**src/hdl/spq_pkg.sv**
```systemverilog
// Types and codes shared by the severity priority queue cell and core.
// No dependencies.
package spq_pkg;

   localparam int TAG_W  = 16;
   localparam int SEV_W  = 3;
   localparam int OCC_W  = 7;
   localparam int STAT_W = 2;

   localparam logic [SEV_W-1:0] SEV_MIN = 3'd1;
   localparam logic [SEV_W-1:0] SEV_MAX = 3'd5;

   typedef enum logic {
      OP_INSERT = 1'b0,
      OP_REMOVE = 1'b1
   } opcode_type;

   typedef enum logic [STAT_W-1:0] {
      STATUS_OK    = 2'd0,
      STATUS_EMPTY = 2'd1,
      STATUS_FULL  = 2'd2
   } status_type;

   typedef struct packed {
      logic             opcode;
      logic [TAG_W-1:0] item_tag;
      logic [SEV_W-1:0] severity;
   } req_type;

   typedef struct packed {
      logic [STAT_W-1:0] status;
      logic [TAG_W-1:0]  out_tag;
      logic [SEV_W-1:0]  out_severity;
      logic [OCC_W-1:0]  occupancy;
   } rsp_type;

   // One stored entry.
   typedef struct packed {
      logic [TAG_W-1:0] tag;
      logic [SEV_W-1:0] sev;
   } entry_type;

   // Broadcast from the core to every cell.
   typedef struct packed {
      logic      insert;
      logic      remove;
      entry_type item;
   } cell_ctrl_type;

   function automatic logic [SEV_W-1:0] sev_clamp(input logic [SEV_W-1:0] sev);
      logic [SEV_W-1:0] res;
      res = sev;
      if (sev < SEV_MIN) begin
         res = SEV_MIN;
      end else if (sev > SEV_MAX) begin
         res = SEV_MAX;
      end
      return res;
   endfunction

endpackage

```
**src/hdl/severity_priority_queue_core.sv**
```systemverilog
// Top level of the severity priority queue: a row of spq_cell slots plus
// the item counter and the registered response. Depends on spq_pkg, spq_cell.
//
//  channel   | ports                       | handshake
//  ----------+-----------------------------+---------------------------------
//  request   | start, busy, req_data       | taken when start & !busy
//  response  | rsp_valid, rsp_data         | one-cycle strobe, cannot stall
//
// One request per cycle: every cell compares its severity against the new
// item in parallel and shifts or loads in the same edge, so busy stays low.
// The response for a request taken at edge N is on rsp_* for the cycle after
// edge N. Reset clears the item counter and the response strobe only; slot
// contents are never read beyond the counter, so they need no clearing.
module severity_priority_queue_core
   import spq_pkg::*;
#(
   parameter int QUEUE_DEPTH = 64
)
(
   input  logic    clock,
   input  logic    reset,
   input  logic    start,
   output logic    busy,
   input  req_type req_data,
   output logic    rsp_valid,
   output rsp_type rsp_data
);

   localparam int CNT_W = $clog2(QUEUE_DEPTH + 1);

   logic [CNT_W-1:0] count_ff, count_in;
   logic             rsp_valid_ff, rsp_valid_in;
   rsp_type          rsp_ff, rsp_in;

   cell_ctrl_type    ctrl;
   logic             accept;
   logic             full, empty;

   logic      cell_ge   [QUEUE_DEPTH];
   entry_type cell_data [QUEUE_DEPTH];

   assign busy   = 1'b0;
   assign accept = start && !busy;
   assign full   = (count_ff == CNT_W'(QUEUE_DEPTH));
   assign empty  = (count_ff == '0);

   // Broadcast the operation; a full insert or empty remove does nothing.
   always_comb begin
      ctrl.insert   = accept && (req_data.opcode == OP_INSERT) && !full;
      ctrl.remove   = accept && (req_data.opcode == OP_REMOVE) && !empty;
      ctrl.item.tag = req_data.item_tag;
      ctrl.item.sev = sev_clamp(req_data.severity);
   end

   // The slot row. Slot 0 has no left neighbor: it loads the new item
   // whenever it is displaced. The last slot keeps itself on a remove.
   for (genvar i = 0; i < QUEUE_DEPTH; i++) begin : g_cell
      logic      left_ge;
      entry_type left_data;
      entry_type right_data;

      if (i == 0) begin : g_head
         assign left_ge   = 1'b0;
         assign left_data = ctrl.item;
      end else begin : g_body
         assign left_ge   = cell_ge[i-1];
         assign left_data = cell_data[i-1];
      end

      if (i == QUEUE_DEPTH - 1) begin : g_tail
         assign right_data = cell_data[i];
      end else begin : g_mid
         assign right_data = cell_data[i+1];
      end

      spq_cell u_cell (
         .clock      (clock),
         .ctrl       (ctrl),
         .occupied   (CNT_W'(i) < count_ff),
         .left_ge    (left_ge),
         .left_data  (left_data),
         .right_data (right_data),
         .ge         (cell_ge[i]),
         .data       (cell_data[i])
      );
   end

   // Counter and response.
   always_comb begin
      count_in = count_ff;
      if (ctrl.insert) begin
         count_in = count_ff + CNT_W'(1);
      end else if (ctrl.remove) begin
         count_in = count_ff - CNT_W'(1);
      end

      rsp_valid_in        = accept;
      rsp_in.status       = STATUS_OK;
      rsp_in.out_tag      = '0;
      rsp_in.out_severity = '0;
      if (req_data.opcode == OP_INSERT) begin
         if (full) begin
            rsp_in.status = STATUS_FULL;
         end
      end else if (empty) begin
         rsp_in.status = STATUS_EMPTY;
      end else begin
         rsp_in.out_tag      = cell_data[0].tag;
         rsp_in.out_severity = cell_data[0].sev;
      end
      // occupancy is reported modulo 2^OCC_W
      rsp_in.occupancy = OCC_W'(count_in);
   end

   always_ff @(posedge clock) begin
      if (reset) begin
         count_ff     <= '0;
         rsp_valid_ff <= 1'b0;
      end else begin
         count_ff     <= count_in;
         rsp_valid_ff <= rsp_valid_in;
      end
      rsp_ff <= rsp_in;
   end

   assign rsp_valid = rsp_valid_ff;
   assign rsp_data  = rsp_ff;

endmodule

```
**src/hdl/spq_cell.sv**
```systemverilog
// One slot of the sorted shift-register queue.
// Depends on spq_pkg.
module spq_cell
   import spq_pkg::*;
(
   input  logic          clock,
   input  cell_ctrl_type ctrl,
   input  logic          occupied,
   input  logic          left_ge,
   input  entry_type     left_data,
   input  entry_type     right_data,
   output logic          ge,
   output entry_type     data
);

   logic [TAG_W-1:0] tag_ff, tag_in;
   logic [SEV_W-1:0] sev_ff, sev_in;

   // stays put on insert when it holds an equal or more severe item
   assign ge   = occupied && (sev_ff >= ctrl.item.sev);
   assign data = '{tag: tag_ff, sev: sev_ff};

   // remove shifts left; first displaced takes new item, rest shift right
   always_comb begin
      tag_in = tag_ff;
      sev_in = sev_ff;
      if (ctrl.remove) begin
         tag_in = right_data.tag;
         sev_in = right_data.sev;
      end else if (ctrl.insert && !ge) begin
         if (left_ge) begin
            tag_in = ctrl.item.tag;
            sev_in = ctrl.item.sev;
         end else begin
            tag_in = left_data.tag;
            sev_in = left_data.sev;
         end
      end
   end

   always_ff @(posedge clock) begin
      tag_ff <= tag_in;
      sev_ff <= sev_in;
   end

endmodule

```
**config.mk**
```make
export PLATFORM = sky130hd
export DESIGN_NAME = severity_priority_queue_core
export DESIGN_NICKNAME = d
export VERILOG_FILES = /design/src/hdl/spq_pkg.sv /design/src/hdl/severity_priority_queue_core.sv /design/src/hdl/spq_cell.sv
export SDC_FILE = /design/constraint.sdc
export NUM_CORES = 2
export LEC_CHECK = 0
export ABC_AREA = 1
export BUFFER_PORTS_ARGS = -buffer_cell sky130_fd_sc_hd__clkbuf_2
export CAP_MARGIN = 5
export CELL_PAD_IN_SITES_DETAIL_PLACEMENT = 2
export CELL_PAD_IN_SITES_GLOBAL_PLACEMENT = 2
export CORE_AREA = 2 2 467 469
export CTS_BUF_LIST = sky130_fd_sc_hd__clkbuf_2
export DETAILED_ROUTE_END_ITERATION = 7
export DIE_AREA = 0 0 469 471
export GPL_TIMING_DRIVEN = 0
export HOLD_SLACK_MARGIN = 0.12
export PLACE_DENSITY = 0.75
export SYNTH_ARGS = -nofsm -noshare
export SYNTH_HDL_FRONTEND = slang
export SYNTH_SLANG_ARGS = --single-unit
```
**constraint.sdc**
```tcl
create_clock -name clock -period 7.35 [get_ports clock]
set_input_delay 0 -clock clock [delete_from_list [all_inputs] [get_ports clock]]
set_output_delay 0 -clock clock [all_outputs]
set_load 0.02 [all_outputs]
```
; After elaboration in Yosys (flattened, before gate mapping)
; Cells that the tools add are included.
[classes]
add_sub_neg = 2
n_lt_le_gt_ge = 130
eq_ne = 1
n_mux = 385
n_bitwise = 2
reduce_logical = 264
[ops]
columns = operator, count
row1 = 2-to-1 mux 16 bit, 189
row2 = 2-to-1 mux 3 bit, 191
row3 = "< comparator 6 x 7 -> 1 bit, first input constant", 32
row4 = >= comparator 3 bit, 64
row5 = logical AND 1 bit, 132
row6 = nonzero test 2 bit, 63
row7 = "< comparator 5 x 7 -> 1 bit, first input constant", 16
row8 = zero test 1 bit, 66
row9 = "< comparator 4 x 7 -> 1 bit, first input constant", 8
row10 = "< comparator 3 x 7 -> 1 bit, first input constant", 4
row11 = "< comparator 1 x 7 -> 1 bit, first input constant", 2
row12 = "< comparator 2 x 7 -> 1 bit, first input constant", 2
row13 = 2-to-1 mux 7 bit, 2
row14 = "adder 7 x 1 -> 7 bit, second input constant", 1
row15 = "equality test 7 bit, second input constant", 1
row16 = zero test 7 bit, 1
row17 = "subtractor 7 x 1 -> 7 bit, second input constant", 1
row18 = 2-to-1 mux 2 bit, 2
row19 = "greater-than comparator 3 bit, second input constant", 1
row20 = "< comparator 3 x 1 -> 1 bit, second input constant", 1
row21 = inverter 1 bit, 2
row22 = AND reduction 2 bit, 1
row23 = OR reduction 2 bit, 1
row24 = 2-to-1 mux 1 bit, 1
[totals]
register_bits = 1252
inputBits = 23
output_inout_bits = 30
word_cells = 918

; Longest topological paths before layout
[logic_depth]
word_depth = 9
ltp_mapped = 15
depth_no_buf = 12

; Cells and area by module
; A second synthesis with hierarchy kept.
[hier_totals]
hier_cells = 8034
area_unflattened_um2 = 75680.1
[modules_own_cells]
columns = mod, n_inst, cells_per_inst, area_per_inst_um2, seq_area_each_um2
row1 = spq_cell, 64, 121, 1151.1, 570.5
row2 = severity_priority_queue_core, 1, 290, 2009.4, 720.7

; Least setup slack after synthesis
; Ideal clock, no wire load.
[synth_timing]
kind = in2reg
start = input port req_data[2] (netlist name)
end = register g_cell[47].u_cell.sev_ff[0] (enable)
arrival_time_ps = 4351
t_required_ps = 6929
setup_slack_ps = 2578
stages = 11
path_buffers = 2
path_cell_list = nor2_1 nor2_1 inv_1 clkbuf_1 ha_1 nand3_1 nand3_1 nand2_1 clkbuf_1 inv_1 o21ai_0
[synth_between]
elab_chain_len = 8
[synth_lines]
columns = element, line_no
row1 = from (decl), severity_priority_queue_core.sv:24  ; input req_type req_data,
row2 = greater-than comparator 3 bit, spq_pkg.sv:55  ; end else if (sev > SEV_MAX) begin
row3 = 2-to-1 mux 3 bit, spq_pkg.sv:55
row4 = 2-to-1 mux 3 bit (*), spq_pkg.sv:53  ; if (sev < SEV_MIN) begin
row5 = >= comparator 3 bit (*), spq_cell.sv:20  ; assign ge = occupied && (sev_ff >= ctrl.item.sev);
row6 = logical AND 1 bit (*), spq_cell.sv:20
row7 = zero test 1 bit (*), spq_cell.sv:30  ; end else if (ctrl.insert && !ge) begin
row8 = logical AND 1 bit (*), spq_cell.sv:30
row9 = nonzero test 2 bit (no line) (*), n/a
row10 = to (signal assigned), spq_cell.sv:43  ; sev_ff <= sev_in;
row11 = to (decl), spq_cell.sv:17  ; logic [SEV_W-1:0] sev_ff, sev_in;
; Mark *: on every way between the ends. The rest lies on a longest branch, timed or not.
; A chain may end at the register's enable or synchronous reset.

; Final worst setup path
[layout_timing]
start = input port req_data[0] (netlist name)
end = register g_cell[8].u_cell.tag_ff[6], data pin
[layout_between]
elab_chain_len = 8
[layout_lines]
columns = element, line_no
row1 = greater-than comparator 3 bit, spq_pkg.sv:55
row2 = 2-to-1 mux 3 bit, spq_pkg.sv:55
row3 = 2-to-1 mux 3 bit (*), spq_pkg.sv:53
row4 = >= comparator 3 bit (*), spq_cell.sv:20
row5 = logical AND 1 bit (*), spq_cell.sv:20
row6 = 2-to-1 mux 16 bit (*), spq_cell.sv:31  ; if (left_ge) begin
row7 = 2-to-1 mux 16 bit (*), spq_cell.sv:30
row8 = 2-to-1 mux 16 bit (*), spq_cell.sv:27  ; if (ctrl.remove) begin
row9 = via g_cell[8].u_cell.tag_in[6], spq_cell.sv:16  ; logic [TAG_W-1:0] tag_ff, tag_in;
row10 = to (signal assigned), spq_cell.sv:42  ; tag_ff <= tag_in;
row11 = to (decl), spq_cell.sv:16
; Mark *: on every way through the listed nets, which the timed path passes. The rest lies on a longest branch. The select of a mux whose other input is x is not followed.

==> impl_metrics.env <==
export IMPL_status="finished with violations"
export IMPL_violations="max-capacitance violations, max-slew violations"
export IMPL_yosysSeqAreaShare_pct=49.46
export IMPL_design_core_area_um2=216100
export IMPL_max_slew_margin_rel_pct=-4.420
export IMPL_hold_viol=0
export IMPL_maxSlewViolCount=21
export IMPL_cts_tree="built"
export IMPL_rows=171
export IMPL_fillCellCount=25240
export IMPL_p_comb_share_pct=48.8
export IMPL_critPathMaxStageDelay_ns=0.98
export IMPL_fin_crit_sh_pct=83.64
export IMPL_power_mw=40.60
export IMPL_critPathKind="input port to flop"
export IMPL_synth_xor_area_share_pct=0
export IMPL_wl_um=410200
export IMPL_cts_hold_buf=97
export IMPL_dieArea_um2=220900
export IMPL_synth_area_per_cell_um2=7.769
export IMPL_rsz0062_at_grt="no"
export IMPL_grt_max_degree=42
export IMPL_die_h_um=471
export IMPL_pwr_share_clk_pct=14.1
export IMPL_min_from="req_data[12]"
export IMPL_worstSkewPairLatency_ns=2.01
export IMPL_cts_resized=0
export IMPL_final_critical_path_setup_slack_ns=1.202
export IMPL_fin_cells=13490
export IMPL_port_buffers=50
export IMPL_h_tree_depth=5
export IMPL_crit_buf_inv=12
export IMPL_clock_path_buffers=4
export IMPL_dp_worst_setup_slack_ns=1.778
export IMPL_p_sw_share_pct=49.31
export IMPL_cts_buffers=384
export IMPL_detail_route_wl_per_cell_um=30.41
export IMPL_antenna_found_initial=87
export IMPL_synth_async_sr_flop_share_pct=0
export IMPL_slowest_stage="nor2_1"
export IMPL_cp_max_fo=38
export IMPL_synth_area_mux_share_pct=0
export IMPL_dr_pass1_iters=6
export IMPL_synth_compound_area_share_pct=4.695
export IMPL_clk_pin_slew_ns=0.14
export IMPL_max_cap_violations=2
export IMPL_ys_flop_type="edfxtp_1"
export IMPL_drtIter0Drc=7786
export IMPL_clock_sinks=1252
export IMPL_overflow=0
export IMPL_reg2reg_from="count_ff[2]"
export IMPL_drc=0
export IMPL_fin_area_um2=85250
export IMPL_final_setup_viol_count=0
export IMPL_grt_pass1_vias=80610
export IMPL_hold_class="input port to flop"
export IMPL_synth_top_family_by_area="simple AND/OR/NAND/NOR gates"
export IMPL_start_kind="input port"
export IMPL_power_share_sequential_pct=37.1
export IMPL_ys_ff_latch=1252
export IMPL_placedCellCount=12670
export IMPL_track_usage_pct=36.41
export IMPL_crit_arrival_ns=7.88
export IMPL_synth_warnings=0
export IMPL_drive_above_1_share_pct=11.96
export IMPL_vias_per_cell=5.669
export IMPL_critical_path_top_delay_family="buffers and inverters"
export IMPL_area_growth_syn_to_layout_pct=13.23
export IMPL_synth_simple_area_share_pct=31.66
export IMPL_postSynthNetCount=9910
export IMPL_die_w_um=469
export IMPL_synth_area_um2=75290
export IMPL_io_pins=53
export IMPL_nets=10520
export IMPL_skew_ns=0.2721
export IMPL_worst_pin_slew_ns=1.566
export IMPL_critPathRequiredTime_ns=9.08
export IMPL_cp_common_cell="dlygate4sd3_1"
export IMPL_fmax_ghz=0.1627
export IMPL_post_dp_hpwl_um=305900
export IMPL_postRouteAntennaNets=0
export IMPL_start_util_pct=34.84
export IMPL_root_buffer="clkbuf_2"
export IMPL_grt_pass1_wl_um=577500
export IMPL_period_needed_ns=6.148
export IMPL_crit_chain="dlygate4sd3_1 > clkbuf_2 > dlygate4sd3_1 > inv_1 > dlygate4sd3_1 > nand2_1 > dlygate4sd3_1 > nor2_1 > inv_1 > clkbuf_4 > ha_1 > nand3_1 > nand3_1 > nand2_1 > buf_4 > buf_2 > nand2_1 > o21ai_0 > dlygate4sd3_1 > o21ai_1 > dlygate4sd3_1"
export IMPL_postPlaceCellArea_um2=80790
export IMPL_synth_fa_ha_area_share_pct=3.257
export IMPL_switchingPower_mw=20.02
export IMPL_cp_startpoint="req_data[0]"
export IMPL_gp_congestion=0.9398
export IMPL_ir_worst_vdd_v=0.0002090
export IMPL_vias=76480
export IMPL_post_cts_repair_setup_buffers=0
export IMPL_fin_util_pct=39.45
export IMPL_pwr_density_cell_nw_per_um2=476.3
export IMPL_end_kind="flop"
export IMPL_synth_edf_count=1216
export IMPL_synth_cells=9691
export IMPL_leakage_nw=40.87
export IMPL_p_int_mw=20.58
export IMPL_tns_ns=0
export IMPL_hold_slack_ns=0.3959
export IMPL_yosysUniqueCellTypes=28
[tightest hold or removal path: stages]
cell           delay [ns]
dlygate4sd3_1        0.55
clkbuf_2             0.16
dlygate4sd3_1        0.79
inv_2                0.37
nand3_1              0.12
nand3_1              0.12
o21ai_0              0.09
[cells in the final DEF (no fill, tap or decap), types with 2 or more instances in the layout]
cell	instances
nand2_1	3438
nand3_1	1694
inv_1	1229
edfxtp_1	1216
clkbuf_2	696
o21ai_0	468
buf_2	391
nand4_1	304
clkbuf_1	261
ha_1	196
dlygate4sd3_1	97
a21oi_1	95
diode_2	73
nor2_1	67
clkinv_1	59
o211ai_1	58
dfxtp_1	36
buf_12	29
inv_2	27
nand3b_1	27
buf_1	22
buf_8	22
buf_16	22
buf_4	19
o21ai_2	18
a31oi_1	18
o21ai_1	13
buf_6	8
clkinv_2	7
nor2_4	4
clkinvlp_4	4
clkbuf_4	3
bufinv_16	3
inv_4	2
nor2_2	2
nand2_2	2
nand2_4	2
[logic make-up after synthesis]
logic type / count (synthesis)
AOI/OAI and AO/OA: 672
adders and majority gates: 196
buffers and inverters: 2029
DFF: 1252
other: 1
and+or+nand+nor: 5541
[cell usage after synthesis, drive strengths merged (18+ instances only)]
master	instances	area [um^2]
nand4	304	1902
ha	196	2452
a31oi	18	112.6
inv	1252	4705
o211ai	58	435.4
buf	439	2255
nand3b	27	202.7
clkbuf	338	1269
o21ai	500	2506
dfxtp	36	720.7
edfxtp	1216	36520
nand2	3442	12940
nor2	73	309.0
a21oi	96	480.5
nand3	1694	8478
[cell type report]
cell class	instances	area, um^2	share of cell area [%]
clock buffers	572	2863	3.358
clock inverters	79	399.1	0.4682
diodes	73	182.7	0.2143
plain buffers	777	3637	4.266
flip-flops and latches	1252	37240	43.68
repair buffers	221	2745	3.220
inverters	1252	4705	5.518
multi-input cells	6410	29910	35.09
well taps	2854	3571	4.189
[power by group through the flow]
stage / registers [mW] / clock network (mW) / logic, mW
finish: 15.1 / 5.74 / 19.8
floorplan: 14.2 / 0 / 11.9
global route: 15.3 / 6.09 / 21.6
CTS: 15.0 / 5.76 / 19.1
global placement: 15.0 / 0 / 17.4
detailed placement: 15.1 / 0 / 18.7
[path summary, 6_finish.rpt]
kind | end | slack (ns) | cells after the start
max reg2reg | g_cell[48].u_cell.tag_ff[12] | 2.19 | 9
min reg2reg | g_cell[33].u_cell.tag_ff[2] | 0.44 | 2
min | g_cell[13].u_cell.tag_ff[9] | 0.40 | 7
max | g_cell[8].u_cell.tag_ff[6] | 1.20 | 21
[state kept, by name, indices dropped and copies added, names as in the netlist]
name / cells
g_cell.u_cell.sev_ff: 192
count_ff: 7
rsp_data: 28
g_cell.u_cell.tag_ff: 1024
rsp_valid: 1
[routing by layer]
metal	vias to the layer above	track usage (%)	share of wire [%]
li1	33370	-	-
met1	38020	45.06	39
met2	3836	56.45	44
met3	1235	9.461	9.4
met4	18	22.58	6.8
met5	-	0	0.028
Power figures use the tool's default switching activity.
